[src/rtl/xrc_pkg.sv]
`timescale 1ns / 1ps
// Shared types, character codes and the CRC-16 byte step for the XMODEM receive controller.
package xrc_pkg;

    localparam logic [7:0] HEAD_SOH   = 8'h01;
    localparam logic [7:0] HEAD_CTRLC = 8'h03;
    localparam logic [7:0] HEAD_EOT   = 8'h04;
    localparam logic [7:0] HEAD_CAN   = 8'h18;
    localparam logic [7:0] CHAR_LO_Q  = 8'h71;
    localparam logic [7:0] CHAR_UP_Q  = 8'h51;
    localparam logic [7:0] CHAR_LO_U  = 8'h75;
    localparam logic [7:0] CHAR_UP_U  = 8'h55;
    localparam logic [7:0] CHAR_LO_A  = 8'h61;
    localparam logic [7:0] CHAR_UP_A  = 8'h41;

    localparam logic [1:0] REPLY_NONE = 2'd0;
    localparam logic [1:0] REPLY_ACK  = 2'd1;
    localparam logic [1:0] REPLY_NAK  = 2'd2;

    localparam logic [1:0] CHAN_SERIAL    = 2'd0;
    localparam logic [1:0] CHAN_PRIMARY   = 2'd1;
    localparam logic [1:0] CHAN_SECONDARY = 2'd2;

    localparam logic [15:0] CRC_POLY = 16'h1021;

    localparam logic REG_APP_START  = 1'b0;
    localparam logic REG_APP_LENGTH = 1'b1;

    localparam logic [23:0] APP_LENGTH_RESET = 24'd245760;

    // One frame request as handed from the front end to the back end.
    typedef struct packed {
        logic [7:0]  head;
        logic [7:0]  seq;
        logic [15:0] check;
        logic [1:0]  src;
        logic [15:0] crc;
        logic [7:0]  sum;
    } frame_t;

    typedef struct packed {
        logic full;
        logic empty;
    } q_status_t;

    typedef struct packed {
        logic [31:0] app_start;
        logic [23:0] app_length;
    } cfg_t;

    // CRC-16, polynomial 0x1021, MSB first, one byte.
    function automatic logic [15:0] crc16_byte(input logic [15:0] crc, input logic [7:0] data);
        logic [15:0] c;
        c = crc ^ {data, 8'h00};
        for (int i = 0; i < 8; i++)
        begin
            if (c[15])
            begin
                c = {c[14:0], 1'b0} ^ CRC_POLY;
            end
            else
            begin
                c = {c[14:0], 1'b0};
            end
        end
        return c;
    endfunction

endpackage

[src/rtl/xrc_front.sv]
`timescale 1ns / 1ps
// Front end: accepts stream requests, accumulates CRC and sum, pushes frame requests.
module xrc_front
(
    input  logic                clk,
    input  logic                rst_n,
    input  logic                in_valid,
    input  logic                in_cmd,
    input  logic [41:0]         in_data,
    input  xrc_pkg::q_status_t  q_status,
    output logic                in_ready,
    output logic                push,
    output xrc_pkg::frame_t     push_frame
);

    logic [15:0] crc_reg;
    logic [15:0] crc_next;
    logic [7:0]  sum_reg;
    logic [7:0]  sum_next;
    logic        accept;

    assign in_ready = !q_status.full;
    assign accept   = in_valid && in_ready;
    assign push     = accept && in_cmd;

    assign push_frame.head  = in_data[15:8];
    assign push_frame.seq   = in_data[23:16];
    assign push_frame.check = in_data[39:24];
    assign push_frame.src   = in_data[41:40];
    assign push_frame.crc   = crc_reg;
    assign push_frame.sum   = sum_reg;

    always_comb
    begin
        crc_next = crc_reg;
        sum_next = sum_reg;
        if (accept)
        begin
            if (in_cmd)
            begin
                // The frame takes the snapshot; the next packet starts clean.
                crc_next = 16'h0000;
                sum_next = 8'h00;
            end
            else
            begin
                crc_next = xrc_pkg::crc16_byte(crc_reg, in_data[7:0]);
                sum_next = sum_reg + in_data[7:0];
            end
        end
    end

    always_ff @(posedge clk or negedge rst_n)
    begin
        if (!rst_n)
        begin
            crc_reg <= 16'h0000;
            sum_reg <= 8'h00;
        end
        else
        begin
            crc_reg <= crc_next;
            sum_reg <= sum_next;
        end
    end

endmodule

[src/rtl/xrc_queue.sv]
`timescale 1ns / 1ps
// Two-entry queue of frame requests between the front end and the back end.
module xrc_queue
(
    input  logic                clk,
    input  logic                rst_n,
    input  logic                push,
    input  xrc_pkg::frame_t     push_frame,
    input  logic                pop,
    output xrc_pkg::frame_t     head_frame,
    output xrc_pkg::q_status_t  status
);

    xrc_pkg::frame_t entry_reg [2];
    logic       wr_ptr_reg;
    logic       wr_ptr_next;
    logic       rd_ptr_reg;
    logic       rd_ptr_next;
    logic [1:0] count_reg;
    logic [1:0] count_next;

    assign head_frame   = entry_reg[rd_ptr_reg];
    assign status.full  = (count_reg == 2'd2);
    assign status.empty = (count_reg == 2'd0);

    always_comb
    begin
        wr_ptr_next = push ? !wr_ptr_reg : wr_ptr_reg;
        rd_ptr_next = pop ? !rd_ptr_reg : rd_ptr_reg;
        count_next  = count_reg + {1'b0, push} - {1'b0, pop};
    end

    always_ff @(posedge clk or negedge rst_n)
    begin
        if (!rst_n)
        begin
            wr_ptr_reg <= 1'b0;
            rd_ptr_reg <= 1'b0;
            count_reg  <= 2'd0;
        end
        else
        begin
            wr_ptr_reg <= wr_ptr_next;
            rd_ptr_reg <= rd_ptr_next;
            count_reg  <= count_next;
        end
    end

    always_ff @(posedge clk)
    begin
        if (push)
        begin
            entry_reg[wr_ptr_reg] <= push_frame;
        end
    end

endmodule

[src/rtl/xrc_back.sv]
`timescale 1ns / 1ps
// Back end: session state machine, packet checks, flash address and the result register.
module xrc_back
#(
    parameter int PACKET_BYTES = 128
)
(
    input  logic                clk,
    input  logic                rst_n,
    input  xrc_pkg::cfg_t       cfg,
    input  xrc_pkg::frame_t     frame,
    input  xrc_pkg::q_status_t  q_status,
    output logic                pop,
    output logic                out_valid,
    input  logic                out_ready,
    output logic [47:0]         out_data
);

    localparam int PB_W  = $clog2(PACKET_BYTES + 1);
    localparam int IDX_W = 25;
    localparam int OFF_W = IDX_W + PB_W;

    typedef enum logic [2:0]
    {
        S_INIT   = 3'd0,
        S_START  = 3'd1,
        S_PROG   = 3'd2,
        S_RETRY  = 3'd3,
        S_DONE   = 3'd4,
        S_CANCEL = 3'd5
    } session_t;

    session_t    state_reg;
    session_t    state_next;
    logic        mode_reg;
    logic        mode_next;
    logic [7:0]  prev_reg;
    logic [7:0]  prev_next;
    logic [23:0] wrap_reg;
    logic [23:0] wrap_next;
    logic [1:0]  chan_reg;
    logic [1:0]  chan_next;
    logic        lock_reg;
    logic        lock_next;
    logic        out_valid_reg;
    logic        out_valid_next;
    logic [47:0] out_data_reg;

    logic [1:0]       reply;
    logic [1:0]       rchan;
    logic             erase;
    logic             prog;
    logic [31:0]      addr;
    logic             ok;
    logic             ok_crc;
    logic             ok_sum;
    logic             ok_cur;
    logic             ok_alt;
    logic [1:0]       cur_chan;
    logic [23:0]      wrap_use;
    logic [IDX_W-1:0] pkt_index;
    logic [OFF_W-1:0] offset;
    logic             too_far;

    function automatic logic [1:0] rotate(input logic [1:0] c);
        logic [1:0] r;
        case (c)
            xrc_pkg::CHAN_PRIMARY:   r = xrc_pkg::CHAN_SECONDARY;
            xrc_pkg::CHAN_SECONDARY: r = xrc_pkg::CHAN_SERIAL;
            default:                 r = xrc_pkg::CHAN_PRIMARY;
        endcase
        return r;
    endfunction

    assign pop       = !q_status.empty && (!out_valid_reg || out_ready);
    assign out_valid = out_valid_reg;
    assign out_data  = out_data_reg;

    // The CRC arrives byte-swapped; the checksum sits in the low byte.
    assign ok_crc = (frame.crc == {frame.check[7:0], frame.check[15:8]});
    assign ok_sum = (frame.sum == frame.check[7:0]);
    assign ok_cur = mode_reg ? ok_crc : ok_sum;
    assign ok_alt = mode_reg ? ok_sum : ok_crc;

    // Offset math for an in-order packet. The index drops below zero only when the wrap count
    // rolls over to zero; the offset then reads as minus one packet, and the end of that
    // packet lands at zero, which always fits the region.
    assign wrap_use  = (frame.seq == 8'd0) ? wrap_reg + 24'd256 : wrap_reg;
    assign pkt_index = {1'b0, wrap_use} + {17'b0, frame.seq} - IDX_W'(1);
    assign offset    = OFF_W'(pkt_index) * OFF_W'(PACKET_BYTES);
    assign too_far   = (pkt_index == {IDX_W{1'b1}}) ? 1'b0 :
                       (({1'b0, offset} + (OFF_W + 1)'(PACKET_BYTES))
                        > (OFF_W + 1)'(cfg.app_length));

    always_comb
    begin
        reply      = xrc_pkg::REPLY_NONE;
        rchan      = chan_reg;
        erase      = 1'b0;
        prog       = 1'b0;
        addr       = 32'h0;
        state_next = state_reg;
        mode_next  = mode_reg;
        prev_next  = prev_reg;
        wrap_next  = wrap_reg;
        chan_next  = chan_reg;
        lock_next  = lock_reg;
        ok         = ok_cur;
        cur_chan   = chan_reg;

        case (frame.head) inside
            xrc_pkg::HEAD_SOH:
            begin
                if (!ok_cur && state_reg == S_START && ok_alt)
                begin
                    // The sender uses the other check; follow it.
                    mode_next = !mode_reg;
                    ok        = 1'b1;
                end
                if (!ok && state_reg == S_START)
                begin
                    // Neither check passes while waiting for the first packet: stay silent.
                    state_next = state_reg;
                end
                else if (!ok)
                begin
                    reply      = xrc_pkg::REPLY_NAK;
                    chan_next  = lock_reg ? chan_reg : rotate(chan_reg);
                    state_next = S_RETRY;
                end
                else
                begin
                    if (state_reg == S_START)
                    begin
                        lock_next = 1'b1;
                        cur_chan  = (frame.src == 2'd3) ? xrc_pkg::CHAN_SERIAL : frame.src;
                        erase     = 1'b1;
                    end
                    rchan     = cur_chan;
                    chan_next = cur_chan;
                    if (frame.seq == prev_reg)
                    begin
                        state_next = S_PROG;
                    end
                    else if (prev_reg + 8'd1 != frame.seq)
                    begin
                        state_next = S_RETRY;
                    end
                    else
                    begin
                        prev_next = frame.seq;
                        wrap_next = wrap_use;
                        chan_next = lock_next ? cur_chan : rotate(cur_chan);
                        if (too_far)
                        begin
                            reply      = xrc_pkg::REPLY_NAK;
                            state_next = S_RETRY;
                        end
                        else
                        begin
                            reply      = xrc_pkg::REPLY_ACK;
                            prog       = 1'b1;
                            addr       = cfg.app_start + offset[31:0];
                            state_next = S_PROG;
                        end
                    end
                end
            end
            xrc_pkg::HEAD_EOT:
            begin
                reply      = xrc_pkg::REPLY_ACK;
                chan_next  = lock_reg ? chan_reg : rotate(chan_reg);
                wrap_next  = 24'h0;
                state_next = S_DONE;
            end
            xrc_pkg::HEAD_CAN, xrc_pkg::CHAR_LO_Q, xrc_pkg::CHAR_UP_Q:
            begin
                reply      = xrc_pkg::REPLY_ACK;
                chan_next  = lock_reg ? chan_reg : rotate(chan_reg);
                wrap_next  = 24'h0;
                state_next = S_CANCEL;
            end
            xrc_pkg::HEAD_CTRLC, xrc_pkg::CHAR_LO_U, xrc_pkg::CHAR_UP_U:
            begin
                if (state_reg == S_INIT)
                begin
                    state_next = S_START;
                end
                else if (state_reg == S_PROG)
                begin
                    state_next = S_CANCEL;
                end
            end
            xrc_pkg::CHAR_LO_A, xrc_pkg::CHAR_UP_A:
            begin
                if (state_reg == S_INIT || state_reg == S_START)
                begin
                    state_next = S_DONE;
                end
            end
            default:
            begin
                state_next = state_reg;
            end
        endcase

        if (pop)
        begin
            out_valid_next = 1'b1;
        end
        else if (out_ready)
        begin
            out_valid_next = 1'b0;
        end
        else
        begin
            out_valid_next = out_valid_reg;
        end
    end

    always_ff @(posedge clk or negedge rst_n)
    begin
        if (!rst_n)
        begin
            state_reg     <= S_INIT;
            mode_reg      <= 1'b0;
            prev_reg      <= 8'd0;
            wrap_reg      <= 24'd0;
            chan_reg      <= xrc_pkg::CHAN_SERIAL;
            lock_reg      <= 1'b0;
            out_valid_reg <= 1'b0;
        end
        else
        begin
            out_valid_reg <= out_valid_next;
            if (pop)
            begin
                state_reg <= state_next;
                mode_reg  <= mode_next;
                prev_reg  <= prev_next;
                wrap_reg  <= wrap_next;
                chan_reg  <= chan_next;
                lock_reg  <= lock_next;
            end
        end
    end

    always_ff @(posedge clk)
    begin
        if (pop)
        begin
            out_data_reg <= {6'b0, mode_next, addr, prog, erase, state_next, rchan, reply};
        end
    end

endmodule

[src/rtl/xmodem_receive_controller.sv]
`timescale 1ns / 1ps
// Top level of the XMODEM receive controller: configuration registers and block wiring.
//
// Channel   Kind           Payload
// s_*       stream in      tuser: cmd; tdata: data, head, seq, check, source channel
// m_*       stream out     tdata: reply, channel, state, erase, program, address, mode
// p*        APB register   0x0 app_start_address, 0x4 app_length_bytes
//
// One request is accepted per cycle while the queue is not full. Data bytes finish in the
// front end in the cycle they are accepted; a frame is written into a two-entry queue and
// then taken by the back end, whose session update sets the rate and registers the result.
// s_tready drops only while the queue is full, which happens only after the output has stalled.
// Reset clears the session, the running checks and the queue; no clearing pass is needed.
module xmodem_receive_controller
#(
    parameter int PACKET_BYTES = 128
)
(
    input  logic        clk,
    input  logic        rst_n,
    input  logic        s_tvalid,
    output logic        s_tready,
    input  logic [47:0] s_tdata,   // [7:0] data_byte, [15:8] head_byte, [23:16] seq_number,
                                   // [39:24] check_word, [41:40] source_channel, rest zero
    input  logic        s_tuser,   // [0] cmd
    output logic        m_tvalid,
    input  logic        m_tready,
    output logic [47:0] m_tdata,   // [1:0] reply_code, [3:2] reply_channel, [6:4] update_state,
                                   // [7] erase_request, [8] program_request,
                                   // [40:9] program_address, [41] crc_mode, rest zero
    input  logic        psel,
    input  logic        penable,
    input  logic        pwrite,
    input  logic [2:0]  paddr,
    input  logic [31:0] pwdata,
    output logic [31:0] prdata,
    output logic        pready
);

    xrc_pkg::cfg_t      cfg_reg;
    xrc_pkg::frame_t    push_frame;
    xrc_pkg::frame_t    head_frame;
    xrc_pkg::q_status_t q_status;
    logic               push;
    logic               pop;
    logic               cfg_write;

    assign pready    = 1'b1;
    assign cfg_write = psel && penable && pwrite && pready;

    always_comb
    begin
        case (paddr[2])
            xrc_pkg::REG_APP_START:  prdata = cfg_reg.app_start;
            xrc_pkg::REG_APP_LENGTH: prdata = {8'h00, cfg_reg.app_length};
            default:                 prdata = 32'h0;
        endcase
    end

    always_ff @(posedge clk or negedge rst_n)
    begin
        if (!rst_n)
        begin
            cfg_reg.app_start  <= 32'h0;
            cfg_reg.app_length <= xrc_pkg::APP_LENGTH_RESET;
        end
        else if (cfg_write)
        begin
            if (paddr[2] == xrc_pkg::REG_APP_START)
            begin
                cfg_reg.app_start <= pwdata;
            end
            else
            begin
                cfg_reg.app_length <= pwdata[23:0];
            end
        end
    end

    xrc_front u_front
    (
        .clk        (clk),
        .rst_n      (rst_n),
        .in_valid   (s_tvalid),
        .in_cmd     (s_tuser),
        .in_data    (s_tdata[41:0]),
        .q_status   (q_status),
        .in_ready   (s_tready),
        .push       (push),
        .push_frame (push_frame)
    );

    xrc_queue u_queue
    (
        .clk        (clk),
        .rst_n      (rst_n),
        .push       (push),
        .push_frame (push_frame),
        .pop        (pop),
        .head_frame (head_frame),
        .status     (q_status)
    );

    xrc_back #(.PACKET_BYTES(PACKET_BYTES)) u_back
    (
        .clk       (clk),
        .rst_n     (rst_n),
        .cfg       (cfg_reg),
        .frame     (head_frame),
        .q_status  (q_status),
        .pop       (pop),
        .out_valid (m_tvalid),
        .out_ready (m_tready),
        .out_data  (m_tdata)
    );

    a_full_blocks_input: assert property (@(posedge clk) disable iff (!rst_n)
        q_status.full |-> !s_tready)
        else $error("input accepted while the frame queue is full");

    a_result_from_pop: assert property (@(posedge clk) disable iff (!rst_n)
        (m_tvalid && !$past(m_tvalid)) |-> $past(pop))
        else $error("result appeared without a frame taken from the queue");

    a_program_needs_ack: assert property (@(posedge clk) disable iff (!rst_n)
        (m_tvalid && m_tdata[8]) |-> (m_tdata[1:0] == xrc_pkg::REPLY_ACK))
        else $error("program request without an ACK reply");

endmodule

[config.mk]
export PLATFORM = sky130hd
export DESIGN_NAME = xmodem_receive_controller
export DESIGN_NICKNAME = d
export VERILOG_FILES = /design/src/rtl/xrc_pkg.sv /design/src/rtl/xrc_front.sv /design/src/rtl/xrc_queue.sv /design/src/rtl/xrc_back.sv /design/src/rtl/xmodem_receive_controller.sv
export SDC_FILE = /design/constraint.sdc
export NUM_CORES = 1
export LEC_CHECK = 0
export BUFFER_PORTS_ARGS = -buffer_cell sky130_fd_sc_hd__buf_2
export CAP_MARGIN = 15
export CORE_ASPECT_RATIO = 1.1
export CORE_MARGIN = 2
export CORE_UTILIZATION = 58
export CTS_CLUSTER_DIAMETER = 50
export CTS_CLUSTER_SIZE = 16
export DETAILED_ROUTE_END_ITERATION = 6
export PLACE_DENSITY = 0.88
export SYNTH_ARGS = -nofsm -noshare
export SYNTH_HDL_FRONTEND = slang
export SYNTH_SLANG_ARGS = --single-unit
[constraint.sdc]
create_clock -name clk -period 8.02 [get_ports clk]
set_input_delay 0.802 -clock clk [delete_from_list [all_inputs] [get_ports clk]]
set_output_delay 0.802 -clock clk [all_outputs]
set_load 0.005 [all_outputs]
==> results.md <==
* CTS tree: done
* Total power at approximately 6 mW
* Post-CTS Setup Inserts at 0
* Clock slew at reported path FFs at about 70 ps
* # clock sinks at about 270
* Root Buffer: clkbuf_16
* Synth-to-layout area growth at 13.23%
* GP Congestion at between 0.8 and 0.9
* Number of global-route vias before repair at approximately 12,000
* Commonest non-fill, non-tap cells in the layout: 158 x edfxtp_1, 157 x buf_2, 112 x dfrtp_1
* Die X at between 150 and 200 um
* Drt first pass iters at 5
* CP bufs+invs at 4
* Layout cells sized above 1 at between 20 and 25%
* WP data arrival at 7340 ps
* Max reg flops at about 120
* Final layout net count at approximately 1,700
* RSZ-0062 raised after global routing: no
* Final setup viols at 0
* Die area at roughly 29,000 um^2
* Dominant synthesized flop cell: edfxtp_1
* Global-route usage over all layers at between 20% and 30%
* Largest net degree at the start of global routing at 82
* Post-synthesis sequential area ratio at between 40 and 50%
* Synth unique cells at 95
* Clk buf depth at 3
* Pwr Density at between 300 and 400 nW/um^2
* Io pins at between 150 and 200
* Vert. Die Dim at 177.9 um
* Max Cap Viol at 0
* Max_slew headroom at about 36%
* CP max stage cell: dfrtp_1
* Hold crit path type: in -> async
* Row cnt at 63
* Post-route ant nets at 0
* Slew of the pin with the lowest slew margin at 963.8 ps
* Initial DRC count at between 1,000 and 1,500
* Setup TNS at 0 ps
* Post-synthesis average cell area at 11.19 um^2
* Pleak at about 7.6 nW
* CP max stage delay at 590 ps
* Via count at around 12,000
* GRT overflow at 0
* Kind of critical path: reg -> reg
* Most common cell after layout, fill and taps aside: edfxtp_1
* Clock buffer count from CTS at 30
* Placed insts at about 1,900
* Post-synth ARST share at about 42%
* First-pass GRT wire length at 56,210 um
* DRC Markers at 0
* Average wire per standard cell at between 15 and 20 um
* Number of synthesized flops with an enable pin at around 160
* CP startpoint kind: flop
* Post-route minimum period at ~7000 ps
* Layout fillers at 1,962
* H-Tree Depth at 1
* Synth Cell Area at about 16,000 um^2
* I/O Buffers at ~160
* Period utilization at roughly 90%
* Fin. Hold Viols at 0
* Initial antenna violation count at 5
* Starting density of the core at about three fifths
* Worst Skew at slightly below 20 ps
* Crit Path Max Fanout at 25
* Via density per instance at approximately 6
* Outcome: complete, no violations
* CP Capture Type: flop
* Peak VDD IR at 0.3024 mV
* Skew-Pair Late Insertion Delay at 560 ps
* Yosys warnings at 0
* Mapped Cells at 1,424
* Final Max Tran Viols at 0
* CP top delay family: simple AND/OR/NAND/NOR gates
* Synth Register Bits at 274
* Hold-fix buffers, CTS at 0
* Drt total wl at 35,090 um
* Final std cells w/o fill at 1,957
* Achievable frequency at between 100 and 150 MHz
* CTS-repair resized insts at 0
* DP HPWL at roughly 25,000 um
* Required @ worst endpoint at between 8000 and 9000 ps
* CORE AREA at 26,960 um^2
power breakdown:
part	switching [mW]	total [mW]	internal (mW)
Sequential	0.222	2.07	1.85
Clock	0.614	1.38	0.763
Combinational	1.50	2.71	1.21
Total	2.34	6.16	3.83
cells in the mapped netlist (all sizes together), types with 13 or more instances:
master  instances  area share [%]
buf            34             1.4
a21oi          61             2.0
nor4           18            0.84
o31ai          20            0.94
nand4          21             1.0
a31oi          14            0.55
nand2          84             2.0
inv            73             1.7
nor2b          23            0.90
a22o           19             1.0
xor2           66             3.6
clkbuf         24            0.57
a21o           25             1.2
mux2           85             6.0
edfxtp        158              30
mux2i          20             1.4
xnor2         105             5.9
o21ai          63             2.0
and2           23             1.0
nor2           85             2.0
nor3           27            0.91
dfrtp         112              18
a211oi         13            0.68
ha             77             6.0
nand3          39             1.3
logic make-up after synthesis:
group,count (synthesis),synth area share (%)
AND/OR/NAND/NOR,375,12.59
AO/OA/AOI/OAI,284,12.10
flip-flops,274,48.01
XOR/XNOR,172,9.633
buffers and inverters,131,3.643
multiplexers,106,7.552
adder cells (fa/ha/maj),80,6.422
other,2,0.04712
stage by stage:
| step | hold WS, ps | utilization [%] | area [um^2] | setup slack (ps) |
|---|---|---|---|---|
| 6_report | 205.2 | 66.94 | 18050 | 989.6 |
| 5_1_grt | 244.6 | 66.93 | 18040 | 460.3 |
| 4_1_cts | 204.7 | 66.79 | 18010 | 964.1 |
| 3_5_place_dp | 493.1 | 63.03 | 16990 | 1004 |
| 3_3_place_gp | 484.1 | 63.03 | 16990 | 1124 |
| 2_1_floorplan | 459.8 | - | 15960 | 2170 |
final timing paths:
check | startpoint | to | slack, ps | cells past startpoint
max in group asynchronous | rst_n | cfg_reg[9]$_DFFE_PN0P_ | 6650 | 3
min in group clk | s_tdata[20] | u_queue.entry_reg[0][46]$_DFFE_PP_ | 430 | 1
max reg2reg | u_queue.rd_ptr_reg$_DFFE_PN0P_ | u_back.out_data[14]$_SDFFCE_PP0P_ | 990 | 27
min reg2reg | u_back.wrap_reg[23]$_DFFE_PN0P_ | u_back.wrap_reg[23]$_DFFE_PN0P_ | 510 | 2
min | rst_n | u_front.sum_reg[0]$_DFFE_PN0P_ | 210 | 1
max | u_queue.rd_ptr_reg$_DFFE_PN0P_ | u_back.out_data[14]$_SDFFCE_PP0P_ | 990 | 27
layout make-up:
cell class	count	area, um^2	area share [%]
inverters	73	274.0	1.518
clock inverters	17	186.4	1.033
diodes	2	5.005	0.02773
well taps	357	446.7	2.475
flip-flops and latches	274	7652	42.40
clock buffers	39	827.0	4.583
repair buffers	171	910.9	5.047
multi-input cells	1024	7744	42.91
worst register-to-register path: stages, from the launching register on:
cell       delay (ps)
dfrtp_1           590
buf_4             380
mux2i_2           470
ha_1              320
nand4_4           110
buf_4             250
xnor2_1           220
inv_1              70
ha_1              300
a21o_1            200
nor3b_1           170
nand3_1           130
a31oi_1           360
xnor2_1           260
nand3_1           250
or3_1             390
xnor2_1           130
ha_1              300
nand4_1           120
nor2_1            140
o31ai_1            80
nand2_1            70
o22ai_1           110
o2111ai_1         120
and4b_1           280
o21ai_4           510
inv_2             240
and2_4            220
routing by layer:
metal / global-route usage, % / share of wire [%] / up-vias
li1: - / - / 5510
met1: 28.80 / 40 / 5527
met2: 44.77 / 52 / 396
met3: 3.552 / 5.4 / 82
met4: 7.743 / 3.0 / 6
met5: 0 / 0.12 / -
(Power assumes the default switching activity.)
